===== config.mk =====
export PLATFORM = sky130hd
export DESIGN_NAME = segmentation_overlap_metrics_core_flat
export DESIGN_NICKNAME = d
export VERILOG_FILES = /design/src/rtl/som_pkg.sv /design/src/rtl/som_if.sv /design/src/rtl/segmentation_overlap_metrics_core.sv /design/src/flat_wrapper.sv
export SDC_FILE = /design/constraint.sdc
export NUM_CORES = 2
export LEC_CHECK = 0
export BUFFER_PORTS_ARGS = -buffer_cell sky130_fd_sc_hd__clkbuf_2
export CAP_MARGIN = 20
export CORE_ASPECT_RATIO = 1.2
export CORE_MARGIN = 2
export CORE_UTILIZATION = 60
export DETAILED_ROUTE_END_ITERATION = 10
export GPL_ROUTABILITY_DRIVEN = 0
export PLACE_DENSITY_LB_ADDON = 0.25
export SYNTH_ARGS = -nofsm -noshare
export SYNTH_HDL_FRONTEND = slang
export SYNTH_SLANG_ARGS = --single-unit

===== constraint.sdc =====
create_clock -name clk -period 17.5 [get_ports clk]
set_input_delay 0.875 -clock clk [delete_from_list [all_inputs] [get_ports clk]]
set_output_delay 0.875 -clock clk [all_outputs]
set_load 0.01 [all_outputs]

===== src/rtl/som_pkg.sv =====
// Shared constants for the segmentation overlap metrics core
package som_pkg;
	localparam int PIXEL_COUNT_BITS = 20;
	localparam int FRACTION_BITS = 16;
	localparam logic [7:0] FG_VALUE = 8'd255;
endpackage


===== src/rtl/som_if.sv =====
// Valid/ready channel interfaces for pixel items and metric items
interface som_pix_if;
	logic valid;
	logic ready;
	logic [7:0] predicted_pixel;
	logic [7:0] reference_pixel;
	logic last_pixel;
	modport source (output valid, predicted_pixel, reference_pixel, last_pixel, input ready);
	modport sink (input valid, predicted_pixel, reference_pixel, last_pixel, output ready);
endinterface

interface som_res_if;
	logic valid;
	logic ready;
	logic [20:0] true_pos;
	logic [20:0] false_pos;
	logic [20:0] false_neg;
	logic [20:0] true_neg;
	logic [20:0] mask_pos;
	logic [16:0] iou_ratio;
	logic [16:0] accuracy_ratio;
	logic [16:0] dice_ratio;
	logic [16:0] precision_ratio;
	logic [16:0] recall_ratio;
	logic [16:0] f1_ratio;
	logic [22:0] hit_percent;
	modport source (output valid, true_pos, false_pos, false_neg, true_neg, mask_pos,
		iou_ratio, accuracy_ratio, dice_ratio, precision_ratio, recall_ratio, f1_ratio,
		hit_percent, input ready);
	modport sink (input valid, true_pos, false_pos, false_neg, true_neg, mask_pos,
		iou_ratio, accuracy_ratio, dice_ratio, precision_ratio, recall_ratio, f1_ratio,
		hit_percent, output ready);
endinterface


===== src/rtl/segmentation_overlap_metrics_core.sv =====
// Top level: confusion counts per pixel item, metrics by a shared serial divider
// Non-last pixel items: one per cycle, accepted back to back.
// Last pixel item: seven restoring divisions on one shared divider, each with a DW-bit
// quotient (DW = quotient width, 47 at defaults), then the result item.
// Input is not ready during the divisions; they start once the previous result is taken.
// arst_n clears all counters and control state.
module segmentation_overlap_metrics_core #(
	parameter int PIXEL_COUNT_BITS = som_pkg::PIXEL_COUNT_BITS,
	parameter int FRACTION_BITS = som_pkg::FRACTION_BITS
) (
	input logic clk,
	input logic arst_n,
	som_pix_if.sink pix,
	som_res_if.source res
);
	localparam int CW = PIXEL_COUNT_BITS + 1;
	localparam int NW = CW + 3 + 7;
	localparam int DW = NW + FRACTION_BITS;
	localparam int RW = NW + 2;
	localparam int KW = $clog2(DW + 1);
	localparam logic [CW-1:0] CAP = CW'(1) << PIXEL_COUNT_BITS;
	localparam logic [DW-1:0] ONE_Q = DW'(1) << FRACTION_BITS;

	typedef enum logic [3:0] {
		S_COUNT, S_IOU, S_ACC, S_DICE, S_PREC, S_REC, S_F1, S_HIT, S_OUT
	} state_t;

	state_t state_q;
	logic [CW-1:0] tp_q, fp_q, fn_q, tn_q, rc_q;
	logic [DW-1:0] quo_q;
	logic [RW-1:0] rem_q;
	logic [NW-1:0] den_q;
	logic [KW-1:0] cnt_q;
	logic busy_q;
	logic [DW-1:0] prec_q, rec_q;
	logic res_valid_q;

	logic [NW-1:0] op_num, op_den;
	logic [DW-1:0] op_dividend;
	logic [2*FRACTION_BITS+1:0] f1_prod;
	logic [RW-1:0] rem_sh, rem_sub;
	logic take, is_fg_p, is_fg_r;

	assign pix.ready = (state_q == S_COUNT);
	assign take = pix.valid && pix.ready;
	assign is_fg_p = pix.predicted_pixel == som_pkg::FG_VALUE;
	assign is_fg_r = pix.reference_pixel == som_pkg::FG_VALUE;
	assign res.valid = res_valid_q;

	// operands for the division that the current state starts
	always_comb begin
		op_num = '0;
		op_den = '0;
		op_dividend = '0;
		unique case (state_q)
			S_IOU: begin
				op_num = NW'(tp_q);
				op_den = NW'(tp_q) + NW'(fp_q) + NW'(fn_q);
			end
			S_ACC: begin
				op_num = NW'(tp_q) + NW'(tn_q);
				op_den = NW'(tp_q) + NW'(fp_q) + NW'(fn_q) + NW'(tn_q);
			end
			S_DICE: begin
				op_num = NW'(tp_q) << 1;
				op_den = (NW'(tp_q) << 1) + NW'(fp_q) + NW'(fn_q);
			end
			S_PREC: begin
				op_num = NW'(tp_q);
				op_den = NW'(tp_q) + NW'(fp_q);
			end
			S_REC: begin
				op_num = NW'(tp_q);
				op_den = NW'(tp_q) + NW'(fn_q);
			end
			S_F1: begin
				op_den = NW'(prec_q) + NW'(rec_q);
			end
			S_HIT: begin
				op_num = (NW'(tp_q) << 6) + (NW'(tp_q) << 5) + (NW'(tp_q) << 2);
				op_den = NW'(rc_q);
			end
			default: ;
		endcase
		f1_prod = prec_q[FRACTION_BITS:0] * rec_q[FRACTION_BITS:0];
		if (state_q == S_F1)
			op_dividend = DW'(f1_prod);
		else
			op_dividend = DW'(op_num) << FRACTION_BITS;
		rem_sh = {rem_q[RW-2:0], quo_q[DW-1]};
		rem_sub = rem_sh - RW'(den_q);
	end

	always_ff @(posedge clk or negedge arst_n) begin
		if (!arst_n) begin
			state_q <= S_COUNT;
			tp_q <= '0; fp_q <= '0; fn_q <= '0; tn_q <= '0; rc_q <= '0;
			busy_q <= 1'b0;
			cnt_q <= '0;
			res_valid_q <= 1'b0;
			quo_q <= '0;
			rem_q <= '0;
			den_q <= '0;
			prec_q <= '0;
			rec_q <= '0;
			res.true_pos <= '0;
			res.false_pos <= '0;
			res.false_neg <= '0;
			res.true_neg <= '0;
			res.mask_pos <= '0;
			res.iou_ratio <= '0;
			res.accuracy_ratio <= '0;
			res.dice_ratio <= '0;
			res.precision_ratio <= '0;
			res.recall_ratio <= '0;
			res.f1_ratio <= '0;
			res.hit_percent <= '0;
		end else begin
			if (res_valid_q && res.ready)
				res_valid_q <= 1'b0;
			unique case (state_q)
				S_COUNT: begin
					if (take) begin
						if (is_fg_p && is_fg_r && tp_q < CAP) tp_q <= tp_q + 1'b1;
						if (pix.predicted_pixel == '0 && pix.reference_pixel == '0 && tn_q < CAP)
							tn_q <= tn_q + 1'b1;
						if (is_fg_r && rc_q < CAP) rc_q <= rc_q + 1'b1;
						if (is_fg_p && !is_fg_r && fp_q < CAP) fp_q <= fp_q + 1'b1;
						if (!is_fg_p && is_fg_r && fn_q < CAP) fn_q <= fn_q + 1'b1;
						if (pix.last_pixel) state_q <= S_IOU;
					end
				end
				S_OUT: begin
					res.true_pos <= tp_q;
					res.false_pos <= fp_q;
					res.false_neg <= fn_q;
					res.true_neg <= tn_q;
					res.mask_pos <= rc_q;
					res_valid_q <= 1'b1;
					tp_q <= '0; fp_q <= '0; fn_q <= '0; tn_q <= '0; rc_q <= '0;
					state_q <= S_COUNT;
				end
				default: begin
					if (!busy_q) begin
						// hold off while the previous result item still waits
						if (!res_valid_q) begin
							quo_q <= op_dividend;
							den_q <= op_den;
							rem_q <= '0;
							cnt_q <= KW'(DW);
							busy_q <= 1'b1;
						end
					end else if (cnt_q != '0) begin
						if (!rem_sub[RW-1]) begin
							rem_q <= rem_sub;
							quo_q <= {quo_q[DW-2:0], 1'b1};
						end else begin
							rem_q <= rem_sh;
							quo_q <= {quo_q[DW-2:0], 1'b0};
						end
						cnt_q <= cnt_q - 1'b1;
					end else begin
						busy_q <= 1'b0;
						unique case (state_q)
							S_IOU: begin
								res.iou_ratio <= 17'(den_q == '0 ? ONE_Q : quo_q);
								state_q <= S_ACC;
							end
							S_ACC: begin
								res.accuracy_ratio <= 17'(den_q == '0 ? ONE_Q : quo_q);
								state_q <= S_DICE;
							end
							S_DICE: begin
								res.dice_ratio <= 17'(den_q == '0 ? ONE_Q : quo_q);
								state_q <= S_PREC;
							end
							S_PREC: begin
								prec_q <= den_q == '0 ? ONE_Q : quo_q;
								res.precision_ratio <= 17'(den_q == '0 ? ONE_Q : quo_q);
								state_q <= S_REC;
							end
							S_REC: begin
								rec_q <= den_q == '0 ? ONE_Q : quo_q;
								res.recall_ratio <= 17'(den_q == '0 ? ONE_Q : quo_q);
								state_q <= S_F1;
							end
							S_F1: begin
								// quotient of P*R/(P+R), doubled
								res.f1_ratio <= 17'(den_q == '0 ? ONE_Q :
									(quo_q << 1) + DW'((rem_q << 1) >= RW'(den_q)));
								state_q <= S_HIT;
							end
							default: begin
								res.hit_percent <= 23'(den_q == '0 ? ONE_Q : quo_q);
								state_q <= S_OUT;
							end
						endcase
					end
				end
			endcase
		end
	end
endmodule

===== src/flat_wrapper.sv =====
// flat-port wrapper written by rule: the top's interface ports become plain ports
module segmentation_overlap_metrics_core_flat 
#(
	parameter int PIXEL_COUNT_BITS = som_pkg::PIXEL_COUNT_BITS,
	parameter int FRACTION_BITS = som_pkg::FRACTION_BITS
)
  (clk, arst_n, pix_valid, pix_predicted_pixel, pix_reference_pixel, pix_last_pixel, pix_ready, res_valid, res_true_pos, res_false_pos, res_false_neg, res_true_neg, res_mask_pos, res_iou_ratio, res_accuracy_ratio, res_dice_ratio, res_precision_ratio, res_recall_ratio, res_f1_ratio, res_hit_percent, res_ready);
  som_pix_if pix_i ();
  som_res_if res_i ();
  input logic clk;
  input logic arst_n;
  input wire logic [$bits(pix_i.valid)-1:0] pix_valid;
  input wire logic [$bits(pix_i.predicted_pixel)-1:0] pix_predicted_pixel;
  input wire logic [$bits(pix_i.reference_pixel)-1:0] pix_reference_pixel;
  input wire logic [$bits(pix_i.last_pixel)-1:0] pix_last_pixel;
  output wire logic [$bits(pix_i.ready)-1:0] pix_ready;
  output wire logic [$bits(res_i.valid)-1:0] res_valid;
  output wire logic [$bits(res_i.true_pos)-1:0] res_true_pos;
  output wire logic [$bits(res_i.false_pos)-1:0] res_false_pos;
  output wire logic [$bits(res_i.false_neg)-1:0] res_false_neg;
  output wire logic [$bits(res_i.true_neg)-1:0] res_true_neg;
  output wire logic [$bits(res_i.mask_pos)-1:0] res_mask_pos;
  output wire logic [$bits(res_i.iou_ratio)-1:0] res_iou_ratio;
  output wire logic [$bits(res_i.accuracy_ratio)-1:0] res_accuracy_ratio;
  output wire logic [$bits(res_i.dice_ratio)-1:0] res_dice_ratio;
  output wire logic [$bits(res_i.precision_ratio)-1:0] res_precision_ratio;
  output wire logic [$bits(res_i.recall_ratio)-1:0] res_recall_ratio;
  output wire logic [$bits(res_i.f1_ratio)-1:0] res_f1_ratio;
  output wire logic [$bits(res_i.hit_percent)-1:0] res_hit_percent;
  input wire logic [$bits(res_i.ready)-1:0] res_ready;
  assign pix_i.valid = pix_valid;
  assign pix_i.predicted_pixel = pix_predicted_pixel;
  assign pix_i.reference_pixel = pix_reference_pixel;
  assign pix_i.last_pixel = pix_last_pixel;
  assign pix_ready = pix_i.ready;
  assign res_valid = res_i.valid;
  assign res_true_pos = res_i.true_pos;
  assign res_false_pos = res_i.false_pos;
  assign res_false_neg = res_i.false_neg;
  assign res_true_neg = res_i.true_neg;
  assign res_mask_pos = res_i.mask_pos;
  assign res_iou_ratio = res_i.iou_ratio;
  assign res_accuracy_ratio = res_i.accuracy_ratio;
  assign res_dice_ratio = res_i.dice_ratio;
  assign res_precision_ratio = res_i.precision_ratio;
  assign res_recall_ratio = res_i.recall_ratio;
  assign res_f1_ratio = res_i.f1_ratio;
  assign res_hit_percent = res_i.hit_percent;
  assign res_i.ready = res_ready;
  segmentation_overlap_metrics_core #(.PIXEL_COUNT_BITS(PIXEL_COUNT_BITS), .FRACTION_BITS(FRACTION_BITS)) u_core (.clk(clk), .arst_n(arst_n), .pix(pix_i), .res(res_i));
endmodule

==> impl_metrics.yaml <==
yosys:
  synth-compound-area-share: 0.1803
  netlist_instances: 4925
  ys_warn_count: 0
  synth_enable_flop_cells: 0
  flip_flop_and_latch_count_after_synthesis: 485
  yosysMostFrequentCell: "nand2_1"
  synthMuxAreaShare: 0.007864
  syn_nets: 5547
  dominant_combinational_cell_family_by_area_after_synthesis: "adder cells"
  yosysSeqAreaShare: 0.2878
  post_synth_xor_area_fraction: 0.06564
  synth_top_cell_area_share: 0.2878
  synth_common_cells: "923 x nand2_1, 485 x dfrtp_1, 392 x inv_1"
  synthArstFlopShare: 1.000
  avgSynthCellArea_um2: 8.562
  synth.largest_area_cell: "dfrtp_1"
  synth.area.top_cells: "dfrtp_1 29%, fa_1 11%, ha_1 11%"
  yosysUniqueCellTypes: 98
  synthFlopType: "dfrtp_1"
  post_synth_and_or_nand_nor_area_fraction: 0.1772
  synth_adder_area_share: 0.2202
  synth.cell_area_um2: 42170
routing:
  drt-wirelength-per-cell_um: 22.38
  route.met2.wl_um: 62610
  postRouteAntennaNets: 0
  top_signal_layer_used: "met5"
  drt_iter0_drc: 3448
  routed_via_density: 6.242
  detailroute.via_count: 37510
  detailed_routing_iterations_pass_1: 7
  drt-met1-wl_um: 49620
  wl_met3_um: 10450
  total_wirelength_um: 134500
  drc: 0
global_routing:
  globalRoute.totalOverflow: 0
  first_global_vias: 36590
  grt_use_total: 0.3702
  grt_pass1_wl_um: 207300
  grt_antenna_before_repair: 3
  pin_count_of_the_biggest_net_entering_global_routing: 174
cells_and_area:
  filler_cell_count: 5831
  fin_util: 0.6606
  antenna_cells_inserted: 0
  final-seq-area_um2: 12140
  final_cells: 6009
  multi_input_area_um2: 27530
  drive_gt1_frac: 0.08996
  syn2layout_area_growth_pct: 9.095
  final_net_count: 5671
  post-route-cell-area_um2: 46000
timing:
  drv_slew: 0
  fin_setup_tns_ns: 0
  setup_violations: 0
  fin_crit_sh: 0.4090
  post-route-min-period_ns: 7.157
  skew_ns: 0.02447
  timing_worst_slew_pin_value_ns: 1.172
  rsz0062_at_grt: "no"
  relSlewSlack: 0.2159
  hold_violations: 0
  max_freq_ghz: 0.1397
floorplanning:
  start_util: 0.6056
  rows: 106
  core_region_area_um2: 69630
  num_io_pins: 253
  floorplan.die.width_um: 246
  dieHeight_um: 294.4
  die_area_um2: 72420
critical_path:
  critical_path.slowest_cell: "dfrtp_1"
  critical_path_fanout_max: 19
  startpoint_type_of_the_worst_setup_path: "flop"
  stage_delay_of_the_slowest_cell_on_the_critical_path_ns: 0.83
  critical_path_class: "flop to flop"
  critPathRequiredTime_ns: 17.96
  critPathCaptureType: "flop"
  critPathMostFrequentCell: "fa_1"
  critPathArrivalTime_ns: 7.62
  critical_path.cell_chain: "ha_1 -> inv_1 -> fa_1 -> inv_1 -> fa_1 -> inv_1 -> fa_1 -> fa_1 -> inv_1 -> fa_1 -> fa_1 -> ha_1 -> nand3_1 -> o31ai_1 -> a21boi_0 -> o21ai_0 -> xor2_1 -> a222oi_1 -> o21ai_0"
placement:
  placed_area_um2: 43930
  place_hpwl_um: 101900
  numPortBuffers: 252
  dpl.cell_count: 5906
clock_tree:
  cts.clk_slew.worst_paths_ns: 0.06
  clock_tree.htree_level_count: 2
  postCtsHoldBufs: 0
  max-clock-path-buffers: 3
  cts_made_buffers: 53
  cts_setup_buffers: 0
  tritoncts_num_sinks: 485
  cts_tree: "yes"
  clock_insertion_delay_worst_skew_ns: 0.63
  cts-root-buf: "clkbuf_16"
  cts_resizes: 0
pwr:
  power.ir.vdd_worst_uv: 97.58
  power.density_cell_area_nw_per_um2: 95.52
  finalPower_w: 0.004394
  power.static_leakage_nw: 23.57
flow_run:
  maxCapViolations: 0
outcome:
  run_status: "finished, final reports clean"
hold_path:
  timing.hold.worst.class: "input port to async pin"
[critical path: cells and delay by family (launching register included)]
kind	cells	cell delay, ns
xor+xnor	1	0.11
simple gates	1	0.21
fa+ha+maj	8	3.74
compound gates	5	1.83
buf+inv	4	0.29
flops	1	0.83
[per-layer routing]
metal / up-vias / track usage
li1: 17100 / -
met1: 18120 / 0.4417
met2: 1772 / 0.6074
met3: 507 / 0.06201
met4: 4 / 0.2619
met5: - / 0
[power breakdown]
group,switching [W],internal [W]
registers,0.000292,0.00130
clock network,0.000502,0.000750
logic,0.000992,0.000555
total,0.00179,0.00261
[layout make-up]
class | count | share of cell area
multi-input combinational | 3812 | 0.5984
sequential | 485 | 0.2638
timing repair buffer | 305 | 0.03892
clock buffer | 69 | 0.03234
inverter | 392 | 0.03199
tap | 918 | 0.02497
clock inverter | 28 | 0.009493
[cells in the final DEF (no fill, tap or decap), drive strengths merged, types with 39 or more instances in the layout]
cell,count
dfrtp,485
nand3,76
nor3,66
inv,398
ha,366
a211oi,39
clkbuf,320
and3,41
nand2,923
and2,98
o21ai,396
a21o,111
nor2,263
xnor2,179
fa,235
buf,54
a31oi,42
a21oi,232
o21a,54
xor2,137
[logic make-up (layout without fill, tap and decap cells)]
group	Yosys count	in the layout
flip-flops	485	485
XOR/XNOR	316	316
buffers and inverters	628	794
AND/OR/NAND/NOR	1679	1679
adder cells (fa/ha/maj)	601	601
AO/OA/AOI/OAI	1183	1183
multiplexers	33	33
[registers in the layout, summed over array words and instances, names as in the netlist, 21 cells and up]
name,count
u_core.res.mask_pos,21
u_core.quo_q,47
u_core.res.true_pos,21
u_core.fp_q,21
u_core.fn_q,21
u_core.rem_q,32
u_core.den_q,31
u_core.res.false_pos,21
u_core.rc_q,21
u_core.res.hit_percent,23
u_core.res.false_neg,21
u_core.tp_q,21
u_core.tn_q,21
u_core.res.true_neg,21
[stage by stage]
stage | worst slack [ns] | hold WS [ns]
2_1_floorplan | 11.21 | 0.4507
3_3_place_gp | 10.68 | 0.4586
3_5_place_dp | 10.52 | 0.4618
4_1_cts | 10.50 | 0.3683
5_1_grt | 10.07 | 0.4120
6_report | 10.34 | 0.2858
[path summary, 6_finish.rpt]
check	start	endpoint	slack [ns]	cells after the start
max reg2reg	u_core.res.precision_ratio[7]	u_core.quo_q[28]	10.34	19
max	u_core.res.precision_ratio[7]	u_core.quo_q[28]	10.34	19
min in group clk	res_ready	u_core.res.valid	0.45	2
min	arst_n	u_core.res.false_neg[19]	0.29	1
min reg2reg	u_core.res.mask_pos[14]	u_core.res.mask_pos[14]	0.47	2
max in group asynchronous	arst_n	u_core.res.iou_ratio[8]	14.32	5
Note: power is estimated with default switching activity, not from simulation.
